--- src/spts_pkg.sv ---
`timescale 1ns / 1ps
// Shared types and codes for the string pair table search block.
// No dependencies; every other file but spts_table_mem imports this package.
package spts_pkg;

	// Request operation codes
	localparam logic [1:0] OP_TABLE_WRITE = 2'd0;
	localparam logic [1:0] OP_KEY_APPEND  = 2'd1;
	localparam logic [1:0] OP_SEARCH      = 2'd2;

	// Search modes
	localparam logic [1:0] MODE_EXACT   = 2'd0;
	localparam logic [1:0] MODE_PREFIX  = 2'd1;
	localparam logic [1:0] MODE_INVERSE = 2'd2;

	// Fixed field widths
	localparam int POS_W = 12;
	localparam int LEN_W = 8;

	typedef enum logic [1:0] {
		ST_IDLE,
		ST_OFFSET,
		ST_SKIP,
		ST_MATCH
	} walk_state_t;

	typedef struct packed {
		logic               found;
		logic [POS_W-1:0]   partner_position;
		logic [POS_W-1:0]   next_start;
		logic [LEN_W-1:0]   matched_length;
		logic               overrun;
	} result_t;

endpackage

--- src/spts_key_buf.sv ---
`timescale 1ns / 1ps
// Key buffer memory with its length register and append logic.
// Depends on spts_pkg for the length width.
module spts_key_buf import spts_pkg::*; #(
	parameter int KEY_BYTES = 256,
	localparam int KW = $clog2(KEY_BYTES)
) (
	input  logic             clk,
	input  logic             arst_n,
	input  logic             app_en,
	input  logic             app_first,
	input  logic [7:0]       app_data,
	input  logic [KW-1:0]    rd_idx,
	output logic [7:0]       rd_data,
	output logic [LEN_W-1:0] key_length
);

	localparam logic [LEN_W-1:0] KEY_CAP = LEN_W'(KEY_BYTES - 1);

	logic [7:0]       mem_q [KEY_BYTES];
	logic [7:0]       rd_data_q;
	logic [LEN_W-1:0] len_q;
	logic [LEN_W-1:0] len_base;
	logic             store;

	// Clear first if asked, then drop zero bytes and bytes past capacity
	always_comb begin
		len_base = app_first ? '0 : len_q;
		store    = (app_data != 8'd0) && (len_base < KEY_CAP);
	end

	// Track key length
	always_ff @(posedge clk or negedge arst_n) begin
		if (!arst_n) begin
			len_q <= '0;
		end else if (app_en) begin
			len_q <= store ? LEN_W'(len_base + 1'b1) : len_base;
		end
	end

	// Store appended byte
	always_ff @(posedge clk) begin
		if (app_en && store) begin
			mem_q[len_base[KW-1:0]] <= app_data;
		end
	end

	// Read one key byte a cycle
	always_ff @(posedge clk) begin
		rd_data_q <= mem_q[rd_idx];
	end

	assign rd_data    = rd_data_q;
	assign key_length = len_q;

endmodule

--- config.mk ---
export PLATFORM = sky130hd
export DESIGN_NAME = spts_key_buf
export DESIGN_NICKNAME = d
export VERILOG_FILES = /design/src/spts_pkg.sv /design/src/spts_key_buf.sv
export SDC_FILE = /design/constraint.sdc
export NUM_CORES = 2
export LEC_CHECK = 0
export ABC_AREA = 1
export BUFFER_PORTS_ARGS = -buffer_cell sky130_fd_sc_hd__buf_2
export CORE_MARGIN = 4
export CORE_UTILIZATION = 57
export DETAILED_ROUTE_END_ITERATION = 6
export PLACE_DENSITY = 0.76
export REMOVE_ABC_BUFFERS = 1
export SLEW_MARGIN = 5
export SYNTH_ARGS = -nofsm -noshare
export SYNTH_HDL_FRONTEND = slang
export SYNTH_SLANG_ARGS = --single-unit
--- constraint.sdc ---
create_clock -name clk -period 2.4 [get_ports clk]
set_clock_uncertainty 0.1 [all_clocks]
set_input_delay 0.24 -clock clk [delete_from_list [all_inputs] [get_ports clk]]
set_output_delay 0.24 -clock clk [all_outputs]
set_load 0.03 [all_outputs]
# After elaboration in Yosys (flattened, before gate mapping)
# Memories as Yosys holds them, arrays and structs flattened. A register that Yosys moved wholly into a read port is not among the register bits.
# Index checks and enable logic that the tools add are counted.
# totals
romBits,0
latch_bits,0
mem_bits_rw,2048
input_bits,20
reg_bits,8
word_cells,11
out_inout_bits,16
n_memories,1
# classes
n_reduce_logical,3
n_eq_ne,0
shifts,0
bitwise,0
div,0
n_mul,0
n_mux,4
magnitude_cmp,1
add_sub_neg,1
# mem_list
memory,words,width,read_ports,rd_ports_with_merged_regs,write_ports,line_no,rtl
mem_q,256,8,1,1,1,spts_key_buf.sv:20,logic [7:0] mem_q [KEY_BYTES];
# ops
cell,count
$mux 8,2
$add 8x1->8 const B,1
$lt 8x8->1 const B,1
$reduce_bool 8->1,1
$logic_and 1x1->1,2
$mux 1,2

# Longest topological paths before layout
# logic_depth
ltp_word,6
ltp_mapped,15
ltp_nobuf,12

# Least setup slack after synthesis
# Ideal clock, no wire load.
# synth_timing
path_kind,flip-flop to flip-flop
start,"register len_q[0], in the netlist key_length[0]"
end,"memory mem_q[148][0], enable pin"
period_less_slack_ps,2652
n_path_buf,2
setup_ps,370
arrival_time_ps,2182
path_slack_ps,-252
t_required_ps,1930
path_stages_with_launch,13
cell_sequence,dfrtp_1 inv_1 nor2_1 ha_1 inv_1 nor3_2 nand2_1 nand2_2 nor2_4 buf_6 nand4_4 buf_4 nor2_1
# synth_between
elab_chain_len,6
# synth_lines
element,line_no,rtl
start: declaration,spts_key_buf.sv:22,logic [LEN_W-1:0] len_q;
start signal: assignment,spts_key_buf.sv:37,len_q <= store ? LEN_W'(len_base + 1'b1) : len_base;
$mux 8 (*),spts_key_buf.sv:28,len_base = app_first ? '0 : len_q;
$lt 8x8->1,spts_key_buf.sv:29,store = (app_data != 8'd0) && (len_base < KEY_CAP);
$logic_and 1x1->1,spts_key_buf.sv:29,
$logic_and 1x1->1,spts_key_buf.sv:43,if (app_en && store) begin
$mux 1,spts_key_buf.sv:43,
$mux 1 (implied by the code),spts_key_buf.sv:44,mem_q[len_base[KW-1:0]] <= app_data;
end: declaration,spts_key_buf.sv:20,
# Every way passes the cells marked *; elsewhere a longest branch is shown, timed or not.

# Worst setup path in the final report
# layout_timing
start,"register len_q[0], in the netlist key_length[0]"
end,"memory mem_q[27][3], enable pin"
# The elaborated chain is that of the path after synthesis.

==> impl_metrics.ini <==
[die]
die-area_mm2 = 0.1527
fp-row-count = 140
initial_utilization = 0.5737
core_area_mm2 = 0.1456
die_h_um = 390.8
top_level_ports = 36
die_w_um = 390.8

[worst_setup_path]
worstPathMaxFanout = 8
arrival_ns = 3.03
startpoint_type = flop
worstSetupPathType = reg -> reg
required_ns = 2.82
end_kind = flop

[layout]
final_cell_mix = nand2_1 (2110), edfxtp_1 (2048), nand3_1 (2017)
fin_nets = 7188
final_layout_size_suffix_gt1_frac = 0.1316
final_util = 0.6677
area_delta_synth_final_pct = 16.37
regArea_mm2 = 0.06186
fillers = 9709
multi_input_area_mm2 = 0.02135
final_common_cell = nand2_1

[synthesis]
ys_types = 26
synthDominantCellAreaShare = 0.7364
syn_area_mm2 = 0.08351
syn_area_per_cell_um2 = 11.90
synth_top_area_cell = edfxtp_1
synth-seq-cells = 2064
synth_area_leaders = edfxtp_1 (74%), nand3_1 (12%), nand2_1 (9.5%)
yosysWarnings = 0
synth_top_family_by_area = simple AND/OR/NAND/NOR gates
syn_inst = 7018
synthXorXnorAreaFrac = 0.0007341
synth_fa_ha_area_frac = 0.0005993
ys_seq_area_frac = 0.7407
synth-simple-area-share = 0.2316
muxShareOfSynthArea = 0
synth-compound-area-share = 0.0001498

[clock_network]
ctsLongestPathBuffers = 3
htree_levels = 4
clock_sinks = 2064
clock_latency_ns = 0.82
cts_tree = done
cts_root_buffer = clkbuf_16
clkTransAtPathRegs_ns = 0.07
cts_buffers = 191

[status]
status = complete, but fails checks
violations = design-rule violations, negative setup slack

[global_routing]
grt_pass1_vias = 55300
antenna_found_initial = 4
grt_use_total = 0.3004
grt_max_degree = 174
grt_pass1_wl_um = 341900
overflow = 0

[routing]
wl_per_cell_um = 24.97
via_count = 57440
routed_wl_um = 230700
ant_nets = 0
drt_iter0_markers = 8232
route.detailed.drc = 3
drt_first_pass_iters = 7
vias_per_cell = 6.216

[sta]
layout_min_cycle_time_ns = 2.601
finalSetupViolations = 1140
rsz0062_at_grt = yes
period_share = 1.084
slew_viol_final = 0
max_slew_margin = 0.2735
timing.fmax_mhz = 384.5
holdWs_ns = 0.2145
fin_ws_ns = -0.2009
final_hold_viol_count = 0
worst_pin_slew_ns = 1.090

[power_and_ir_drop]
p_per_area_mw_per_mm2 = 776.1
finalPower_mw = 75.43
ir_worst_vdd_v = 0.0008800
p_leak_nw = 33.65

[flow_run]
maxCapViolations = 0

[hold_path]
min-delay-path-class = in -> reg

[placed_design]
port_buffers = 35
gp_congestion = 0.9531
dpl.hpwl_um = 139700
## power by group
part           leakage, nW  internal [mW]  switching, mW
registers             18.6           39.7         0.0773
logic                 12.0           1.55           3.89
clock network         3.03           17.1           13.1
total                 33.6           58.4           17.1
## cells by family after synthesis
group / Yosys count
AO/OA/AOI/OAI: 2
flip-flops: 2064
other: 1
AND/OR/NAND/NOR: 4430
buffers and inverters: 510
XOR/XNOR: 7
adder cells (fa/ha/maj): 4
## metal layers
layer	global-route usage	share of wire
met1	0.4039	0.36
met2	0.4678	0.46
met3	0.06855	0.13
met4	0.1462	0.053
met5	0	0.00012
## critical path, cell delays in order (launching register included)
cell and delay (ns):
dfrtp_1 0.40, inv_2 0.09, nor2_4 0.04, ha_2 0.18
inv_2 0.06, nor3_2 0.05, nand2_2 0.08, nand2_4 0.08
nor3_4 0.27, buf_4 0.17, nand3_4 0.09, buf_12 0.19
buf_4 0.20, nor2_1 0.10, buf_4 0.19
## flip-flops by register name, indices dropped and copies added (netlist names)
signal,count
key_length,8
mem_q,2048
rd_data,8
## layout make-up
class,instances,share of cell area
flip-flops and latches,2064,0.6365
multi-input cells,4451,0.2197
repair buffers,429,0.05383
clock buffers,236,0.05233
well taps,1917,0.02468
clock inverters,113,0.01156
inverters,27,0.001352
diodes,3,0.00007724
## repair_timing
action,4_1_cts,5_1_grt
endpoints found under the setup margin,2016,2043
endpoints found under the hold margin,156,0
pin swaps,10,18
hold buffers,17,0
buffers inserted,8,20
resized for setup,510,44
gates cloned,0,1
## through the flow
step,area (um2),setup slack [ns],setup TNS [ns],std cells
2_1_floorplan,81460,-6.563,-953.31,6542
3_3_place_gp,88430,-0.4187,-455.15,8844
3_5_place_dp,88430,-0.4913,-529.70,8844
4_1_cts,96820,-0.1231,-23.44,9218
5_1_grt,97180,-0.2762,-231.34,9237
6_report,97190,-0.2009,-79.15,9240
## cell usage after synthesis
master and n:
dfxtp_1 8, ha_1 4, nor3_1 5, clkbuf_1 240, nand3_1 2020, nor4_1 2
a211oi_1 1, nor2_4 3, nand4_4 7, dfrtp_1 8, buf_2 177, nand2_1 2111
buf_4 9, conb_1 1, nor3_2 2, buf_1 56, inv_1 22, inv_6 1
inv_2 4, buf_6 1, xor2_1 7, a21oi_1 1, nor2_1 272, nand4_1 5
edfxtp_1 2048, nand2_2 3
## final timing paths
| path | start | end | slack [ns] | cells after the start |
|---|---|---|---|---|
| max in group asynchronous | arst_n | key_length[7]$_DFFE_PN0P_ | 1.47 | 3 |
| min | app_first | key_length[1]$_DFFE_PN0P_ | 0.21 | 7 |
| max | key_length[0]$_DFFE_PN0P_ | mem_q[27][3]$_DFFE_PP_ | -0.20 | 14 |
| min in group asynchronous | arst_n | key_length[0]$_DFFE_PN0P_ | 0.44 | 3 |
| min reg2reg | key_length[1]$_DFFE_PN0P_ | key_length[1]$_DFFE_PN0P_ | 0.58 | 3 |
| max reg2reg | key_length[0]$_DFFE_PN0P_ | mem_q[27][3]$_DFFE_PP_ | -0.20 | 14 |
No activity file was read; power rests on OpenSTA's default activity.
