File: src/spts_pkg.sv
`timescale 1ns / 1ps
// Shared types and codes for the string pair table search block.
// No dependencies; every other file but spts_table_mem imports this package.
package spts_pkg;

	// Request operation codes
	localparam logic [1:0] OP_TABLE_WRITE = 2'd0;
	localparam logic [1:0] OP_KEY_APPEND  = 2'd1;
	localparam logic [1:0] OP_SEARCH      = 2'd2;

	// Search modes
	localparam logic [1:0] MODE_EXACT   = 2'd0;
	localparam logic [1:0] MODE_PREFIX  = 2'd1;
	localparam logic [1:0] MODE_INVERSE = 2'd2;

	// Fixed field widths
	localparam int POS_W = 12;
	localparam int LEN_W = 8;

	typedef enum logic [1:0] {
		ST_IDLE,
		ST_OFFSET,
		ST_SKIP,
		ST_MATCH
	} walk_state_t;

	typedef struct packed {
		logic               found;
		logic [POS_W-1:0]   partner_position;
		logic [POS_W-1:0]   next_start;
		logic [LEN_W-1:0]   matched_length;
		logic               overrun;
	} result_t;

endpackage

File: src/spts_walker.sv
`timescale 1ns / 1ps
// Search sequencer: walks table records one byte a cycle and registers the result.
// Depends on spts_pkg; drives the read ports of the table memory and key buffer.
module spts_walker import spts_pkg::*; #(
	parameter int TABLE_BYTES = 4096,
	parameter int KEY_BYTES = 256,
	localparam int AW = $clog2(TABLE_BYTES),
	localparam int KW = $clog2(KEY_BYTES)
) (
	input  logic             clk,
	input  logic             arst_n,
	input  logic             go,
	input  logic [1:0]       go_mode,
	input  logic [POS_W-1:0] go_start,
	output logic             busy,
	output logic [AW-1:0]    t_rd_addr,
	input  logic [7:0]       t_rd_data,
	output logic [KW-1:0]    k_rd_idx,
	input  logic [7:0]       k_rd_data,
	input  logic [LEN_W-1:0] key_length,
	output logic             done,
	output result_t          res
);

	localparam int PW_RAW = $clog2(TABLE_BYTES + 256) + 1;
	localparam int PW = (PW_RAW > 13) ? PW_RAW : 13;
	localparam logic [PW-1:0] TB = PW'(TABLE_BYTES);

	walk_state_t      state_q, state_d;
	logic [PW-1:0]    pos_q, pos_d;
	logic [PW-1:0]    nxt_q, nxt_d;
	logic [PW-1:0]    p_q, p_d;
	logic [LEN_W-1:0] i_q, i_d;
	logic [1:0]       mode_q, mode_d;
	logic [PW-1:0]    rd_pos;
	logic [LEN_W-1:0] rd_i;
	logic [PW-1:0]    p1;
	logic [PW-1:0]    start_ext;
	logic             brk;
	logic             fin;
	result_t          fin_res;
	logic             done_q;
	result_t          res_q;

	// Next state, read addresses and result
	always_comb begin
		state_d   = state_q;
		pos_d     = pos_q;
		nxt_d     = nxt_q;
		p_d       = p_q;
		i_d       = i_q;
		mode_d    = mode_q;
		rd_pos    = pos_q;
		rd_i      = i_q;
		fin       = 1'b0;
		fin_res   = '0;
		start_ext = PW'(go_start);
		p1        = PW'(p_q + 1'b1);
		brk       = 1'b0;
		case (state_q)
			ST_IDLE: begin
				if (go) begin
					mode_d = go_mode;
					pos_d  = start_ext;
					rd_pos = start_ext;
					if (start_ext >= TB) begin
						fin             = 1'b1;
						fin_res.overrun = 1'b1;
					end else begin
						state_d = ST_OFFSET;
					end
				end
			end
			ST_OFFSET: begin
				p1 = PW'(pos_q + 1'b1);
				if (t_rd_data == 8'd0) begin
					fin                = 1'b1;
					fin_res.next_start = pos_q[POS_W-1:0];
					state_d            = ST_IDLE;
				end else begin
					nxt_d  = PW'(pos_q + {{(PW-8){1'b0}}, t_rd_data});
					p_d    = p1;
					i_d    = '0;
					rd_pos = p1;
					rd_i   = '0;
					if (p1 >= TB) begin
						fin             = 1'b1;
						fin_res.overrun = 1'b1;
						state_d         = ST_IDLE;
					end else if (mode_q == MODE_INVERSE) begin
						state_d = ST_SKIP;
					end else begin
						state_d = ST_MATCH;
					end
				end
			end
			ST_SKIP: begin
				// Step over the first string up to and past its terminator
				p_d    = p1;
				i_d    = '0;
				rd_pos = p1;
				rd_i   = '0;
				if (p1 >= TB) begin
					fin             = 1'b1;
					fin_res.overrun = 1'b1;
					state_d         = ST_IDLE;
				end else if (t_rd_data == 8'd0) begin
					state_d = ST_MATCH;
				end
			end
			ST_MATCH: begin
				brk = (t_rd_data == 8'd0) || (i_q >= key_length) || (t_rd_data != k_rd_data);
				if (!brk) begin
					p_d    = p1;
					i_d    = LEN_W'(i_q + 1'b1);
					rd_pos = p1;
					rd_i   = LEN_W'(i_q + 1'b1);
					if (p1 >= TB) begin
						fin             = 1'b1;
						fin_res.overrun = 1'b1;
						state_d         = ST_IDLE;
					end
				end else if (t_rd_data == 8'd0 &&
					(mode_q != MODE_EXACT || i_q == key_length)) begin
					fin     = 1'b1;
					state_d = ST_IDLE;
					if (mode_q == MODE_INVERSE) begin
						fin_res.found            = 1'b1;
						fin_res.partner_position = POS_W'(pos_q + 1'b1);
						fin_res.next_start       = nxt_q[POS_W-1:0];
						fin_res.matched_length   = i_q;
					end else if (p1 >= TB) begin
						fin_res.overrun = 1'b1;
					end else begin
						fin_res.found            = 1'b1;
						fin_res.partner_position = p1[POS_W-1:0];
						fin_res.next_start       = nxt_q[POS_W-1:0];
						fin_res.matched_length   = i_q;
					end
				end else begin
					// Advance to the next record
					pos_d  = nxt_q;
					rd_pos = nxt_q;
					if (nxt_q >= TB) begin
						fin             = 1'b1;
						fin_res.overrun = 1'b1;
						state_d         = ST_IDLE;
					end else begin
						state_d = ST_OFFSET;
					end
				end
			end
			default: begin
				state_d = ST_IDLE;
			end
		endcase
	end

	// Hold control state
	always_ff @(posedge clk or negedge arst_n) begin
		if (!arst_n) begin
			state_q <= ST_IDLE;
			done_q  <= 1'b0;
		end else begin
			state_q <= state_d;
			done_q  <= fin;
		end
	end

	// Hold walk positions and the result
	always_ff @(posedge clk) begin
		pos_q  <= pos_d;
		nxt_q  <= nxt_d;
		p_q    <= p_d;
		i_q    <= i_d;
		mode_q <= mode_d;
		if (fin) begin
			res_q <= fin_res;
		end
	end

	assign t_rd_addr = rd_pos[AW-1:0];
	assign k_rd_idx  = rd_i[KW-1:0];
	assign busy      = (state_q != ST_IDLE);
	assign done      = done_q;
	assign res       = res_q;

`ifndef SYNTHESIS
	a_no_found_and_overrun: assert property (@(posedge clk) disable iff (!arst_n)
		done |-> !(res.found && res.overrun))
		else $error("found and overrun set together");
	a_overrun_clears_fields: assert property (@(posedge clk) disable iff (!arst_n)
		done && res.overrun |-> res.partner_position == '0 && res.next_start == '0 &&
			res.matched_length == '0)
		else $error("overrun result carries nonzero fields");
	a_match_within_key: assert property (@(posedge clk) disable iff (!arst_n)
		done && res.found |-> res.matched_length <= key_length)
		else $error("matched length exceeds key length");
	a_search_progress: assert property (@(posedge clk) disable iff (!arst_n)
		state_q == ST_IDLE && go |=> busy || done)
		else $error("accepted search neither walks nor finishes");
	a_not_found_empty: assert property (@(posedge clk) disable iff (!arst_n)
		done && !res.found |-> res.matched_length == '0)
		else $error("not-found result carries a matched length");
`endif

endmodule

File: config.mk
export PLATFORM = sky130hd
export DESIGN_NAME = spts_walker
export DESIGN_NICKNAME = d
export VERILOG_FILES = /design/src/spts_pkg.sv /design/src/spts_walker.sv
export SDC_FILE = /design/constraint.sdc
export NUM_CORES = 1
export LEC_CHECK = 0
export BUFFER_PORTS_ARGS = -buffer_cell sky130_fd_sc_hd__buf_4
export CORE_ASPECT_RATIO = 0.7
export CORE_MARGIN = 3
export CORE_UTILIZATION = 25
export CTS_BUF_LIST = sky130_fd_sc_hd__clkbuf_8 sky130_fd_sc_hd__clkbuf_16
export DETAILED_ROUTE_END_ITERATION = 12
export PLACE_DENSITY = 0.46
export SLEW_MARGIN = 0
export SYNTH_ARGS = -nofsm -noshare
export SYNTH_HDL_FRONTEND = slang
export SYNTH_SLANG_ARGS = --single-unit
File: constraint.sdc
create_clock -name clk -period 4.2 [get_ports clk]
set_input_delay 0.42 -clock clk [delete_from_list [all_inputs] [get_ports clk]]
set_output_delay 0.42 -clock clk [all_outputs]
set_load 0.02 [all_outputs]
Yosys cells after proc, flatten, opt, wreduce, memory -nomap -nowiden

Index checks and enable logic that the tools add are counted.

Bitwise operators: 1
$add $sub $neg: 4
Muxes and demuxes: 42
Equal/unequal tests: 12
Magnitude comparators: 4
Reductions and logical operators: 16

Operators with widths:

| cell                    | number |
|---|---|
| $mux W14                | 5 |
| $mux W33                | 2 |
| $pmux W12 S4            | 1 |
| $ge A14 B13 Y1 const B  | 3 |
| $pmux W14 S3            | 1 |
| $mux W20                | 2 |
| $mux W12                | 3 |
| $add A14 B1 Y14 const B | 2 |
| $pmux W14 S2            | 1 |
| $pmux W12 S2            | 1 |
| $pmux W8 S3             | 1 |
| $mux W2                 | 8 |
| $mux W8                 | 2 |
| $add A14 B8 Y14         | 1 |
| $mux W1                 | 12 |
| $reduce_and A3 Y1       | 3 |
| $add A8 B1 Y8 const B   | 1 |
| $eq A8 B8 Y1            | 1 |
| $ge A8 B8 Y1            | 1 |
| $logic_not A8 Y1        | 1 |
| $ne A2 B2 Y1 const B    | 4 |
| $ne A8 B8 Y1            | 1 |
| $pmux W2 S4             | 1 |
| $eq A2 B2 Y1 const B    | 3 |
| 10 further kinds        | 18 |

Register bits: 89
Input port bits: 41
Word-level logic and storage cells: 91
Output and inout bits: 56

Longest topological paths before layout

Word-level depth: 7
Mapped depth: 9
Gate-level depth less buffers: 9

Worst setup path after synthesis

Ideal clock, no wire load.

Path type: input port to flip-flop
Start: input key_length[0]
End: register res_q, in the netlist res[0], enable pin
Library setup time: 442 ps
Data required time: 3758 ps
Stages: 8
Data arrival time: 3756 ps
Buffers on the path: 1
Slack: 1 ps
Cell sequence: ha_1 -> nand2b_1 -> a2111o_1 -> a211oi_4 -> a21o_1 -> buf_6 -> nand2_1 -> o221ai_1

Word-level cells in the longest chain between the ends: 6
Elaborated cells between the ends (all ways): 9
Classes of those cells: 1 x order compare; 1 x eq/ne; 3 x mux; 4 x reduce/logical

RTL lines:

| element                                                              | RTL line           | RTL |
|---|---|---|
| start: declaration                                                   | spts_walker.sv:20  | `input logic [LEN_W-1:0] key_length,` |
| parallel branches: the longest is 4 deep, another holds $ge A8 B8 Y1 | --                 |  |
| $mux W1 *                                                            | spts_walker.sv:113 | `if (!brk) begin` |
| $pmux W1 S3 *                                                        | spts_walker.sv:60  | `case (state_q)` |
| via fin                                                              | spts_walker.sv:40  | `logic fin;` |
| end signal: assignment                                               | spts_walker.sv:178 | `res_q <= fin_res;` |
| end: declaration                                                     | spts_walker.sv:43  | `result_t res_q;` |

Mark *: on every way through the listed nets, which the timed path passes.
A chain may end at the register's enable or synchronous reset.

Worst setup path in the final report

Start: register i_q[0]
End: output t_rd_addr[11]

Word-level cells in the longest chain between the ends: 6
Elaborated cells between the ends (all ways): 9
Classes of those cells: 1 x order compare; 1 x eq/ne; 3 x mux; 4 x reduce/logical

RTL lines:

| element                                                              | RTL line           | RTL |
|---|---|---|
| start: declaration                                                   | spts_walker.sv:33  | `logic [LEN_W-1:0] i_q, i_d;` |
| start signal: assignment                                             | spts_walker.sv:175 | `i_q <= i_d;` |
| parallel branches: the longest is 4 deep, another holds $ge A8 B8 Y1 | --                 |  |
| $mux W12 *                                                           | spts_walker.sv:113 |  |
| $pmux W12 S4 *                                                       | spts_walker.sv:60  |  |
| end: declaration                                                     | spts_walker.sv:16  | `output logic [AW-1:0] t_rd_addr,` |

Mark *: on every way between the ends.

==> out/metrics.cfg <==
[clock_tree]
cts_resized=0
cts_num_sinks=89
cts_tree=built
root_buffer=clkbuf_16
cts_buffers=9
htree_levels=3
cts_buffer_depth=2
cts.clk_slew.worst_paths_ns=0.06
clock_latency_ns=0.35

[routing]
wl_um=19800
wl_per_cell_um=19.8
drt_iter0_markers=570
vias=5065
detail-route-antenna-nets=0
drc=0
viasPerCell=5.05
dr.pass1.iters=7

[logic_synthesis]
synth_enable_flop_cells=78
synth.top_cell.area_share_pct=39.9
synthSimpleGateAreaFrac_pct=17.5
yosys-top-cells-count=78 x edfxtp_1, 70 x nor2_1, 40 x a21oi_1, 40 x nand2_1, 35 x clkbuf_1
synth_cell_type_count=61
synth-seq-area-share_pct=43.9
synth.yosys.warnings=0
synth_top_area_cell=edfxtp_1
avgSynthCellArea_um2=9.71
synthArstFlopShare_pct=3.37
netlist_area_um2=5870
synth_top_family_by_area=simple AND/OR/NAND/NOR gates
synthAdderAreaFrac_pct=4.61
synthTopCellsByArea=edfxtp_1 40%, nor2_1 4.5%, ha_1 4.3%
synthMuxAreaShare_pct=5.76
netlist_instances=604
synth_seq_cells=89
synth_xor_xnor_area_share_pct=7.62
synth_ff_type=edfxtp_1
synth_nets=666
synth_most_common_cell=edfxtp_1
synth_compound_area_share_pct=16.0

[critical_path]
critPathCaptureType=primary output
worstSetupStartpointType=register
crit_type=register to primary output
worstPathArrival_ns=3.35
cp_max_fo=12
cp.required_ns=3.78

[finish]
ff_latch_area_um2=2580
drive_gt1_share_pct=21.7
layout.nets=748
syn2layout_area_growth_pct=23.7
antennaDiodeCount=0
multi_input_comb_area_um2=3060
final_cells=1003
nFillCells=2406

[global_routing]
antenna_found_initial=0
grt_use_total_pct=15.7
grt_max_degree=33
grt.overflow.total=0
grt_pass1_wl_um=30600
grt_pass1_vias=5095

[worst_hold_path]
hold_path_class=input port to register

[placed_design]
gp_congestion=0.837
placed_cells=986
dpl.hpwl_um=15100
port_buffers=96

[floorplanning]
num_io_pins=97
chipHeight_um=134
rows=46
die-width_um=189
coreArea_um2=22800
start_util_pct=25.7
dieArea_um2=25400

[power]
p_sw_mw=2.77
power.internal_mw=3.28
seqPwrFrac_pct=34.1
p_comb_share_pct=52.7
vdd.ir_drop.worst_v=0.000467
power_leakage_nw=2.86
powerDensity_nw_per_um2=833
swShare_pct=45.7
power_mw=6.05
clockPowerShare_pct=13.2

[timing]
skew_ns=0.00965
setup_tns_ns=0
worst_hold_slack_ns=0.252
min_period_ns=3.77
rsz0062_at_grt=false
hold_violations=0
slew_violations=0
slew_headroom_pct=30.4
setup_viol=0
tightest_slew_ns=1.04
finalCritPeriodShare_pct=89.7
fmax_mhz=265

[status]
status=finished, final reports clean

[job]
cap_violations=0

## placed cells by master, fill, tap and decap left out, types with 5 or more instances in the layout
cell type    n
a21o_1       7
a21oi_1     40
a22o_1      12
a31oi_1     14
and2_1      10
and3_1      14
buf_4      111
clkbuf_16    9
dfxtp_1      8
edfxtp_1    78
ha_1        20
inv_1       22
mux2_2      14
mux2i_1     18
nand2_1     40
nand2b_1     5
nand3_1     20
nand4_1     12
nor2_1      68
nor3_1      14
o21a_1       6
o21ai_0     19
o32a_1       5
or3_1        6
xnor2_1     27
xor2_1      24
## power groups by stage
stage | sequential, mW | combinational, mW | clock (mW)
after global routing | 2.12 | 3.47 | 0.853
after detailed placement | 2.07 | 3.18 | 0
after CTS | 2.06 | 3.20 | 0.818
after global placement | 2.06 | 3.18 | 0
after floorplan | 2.07 | 1.88 | 0
final | 2.06 | 3.19 | 0.796
## sequential cells by signal (all words and copies together) (netlist names)
name     count
pos_q       14
nxt_q       14
mode_q       2
state_q      2
res         34
p_q         14
i_q          8
done         1
## stage by stage
step	area, um^2	util (%)	setup slack [ns]
floorplan	5870	-	0.00123
global placement	6960	30.4	0.764
detailed placement	6960	30.4	0.707
CTS	7250	31.7	0.436
global route	7250	31.7	0.227
finish	7250	31.7	0.431
## cells by family after synthesis
| kind of cell | after synthesis |
|---|---|
| AO/OA/AOI/OAI | 137 |
| XOR/XNOR | 51 |
| adder cells (fa/ha/maj) | 21 |
| buffers and inverters | 64 |
| flip-flops | 89 |
| multiplexers | 32 |
| AND/OR/NAND/NOR | 210 |
## path summary, 6_finish.rpt
kind / start / endpoint / slack (ns) / cells past startpoint
min in group asynchronous: arst_n / done$_DFF_PN0_ / 0.41 / 2
worst min-delay path: go_mode[1] / mode_q[1]$_DFFE_PP_ / 0.25 / 1
worst max-delay path: i_q[0]$_DFF_P_ / t_rd_addr[11] / 0.43 / 9
worst max register to register: i_q[0]$_DFF_P_ / res[16]$_DFFE_PP_ / 0.81 / 9
max in group asynchronous: arst_n / state_q[1]$_DFFE_PN0P_ / 3.69 / 2
worst min register to register: i_q[0]$_DFF_P_ / i_q[0]$_DFF_P_ / 0.57 / 1
## worst max-delay path, stage by stage (launching register included)
cell      delay (ns)
dfxtp_1         0.38
inv_1           0.09
ha_1            0.29
nand2b_1        0.15
a2111o_1        0.52
a211oi_4        0.42
a21o_1          0.43
nand2_1         0.22
o221ai_1        0.31
buf_4           0.20
## final cells by class
type                    instances  area share, %
clock inverters                 7          0.845
clock buffers                   9           3.11
multi-input cells             451           42.1
flip-flops and latches         89           35.5
well taps                     312           5.38
inverters                      23           1.36
repair buffers                112           11.6
## timing repair
item,CTS,global route
setup endpoints to repair,0,0
hold buffers,1,0
buffers inserted,0,0
hold endpoints to repair,3,0
## metal layers
layer | track usage (%) | routed length [um] | up-vias
met4 | 4.22 | 272 | 0
met2 | 23.7 | 8670 | 169
met3 | 3.55 | 1190 | 27
met1 | 22.5 | 9700 | 2488
li1 | - | - | 2381
met5 | 0 | 0 | -
No activity file was read; power rests on OpenSTA's default activity.
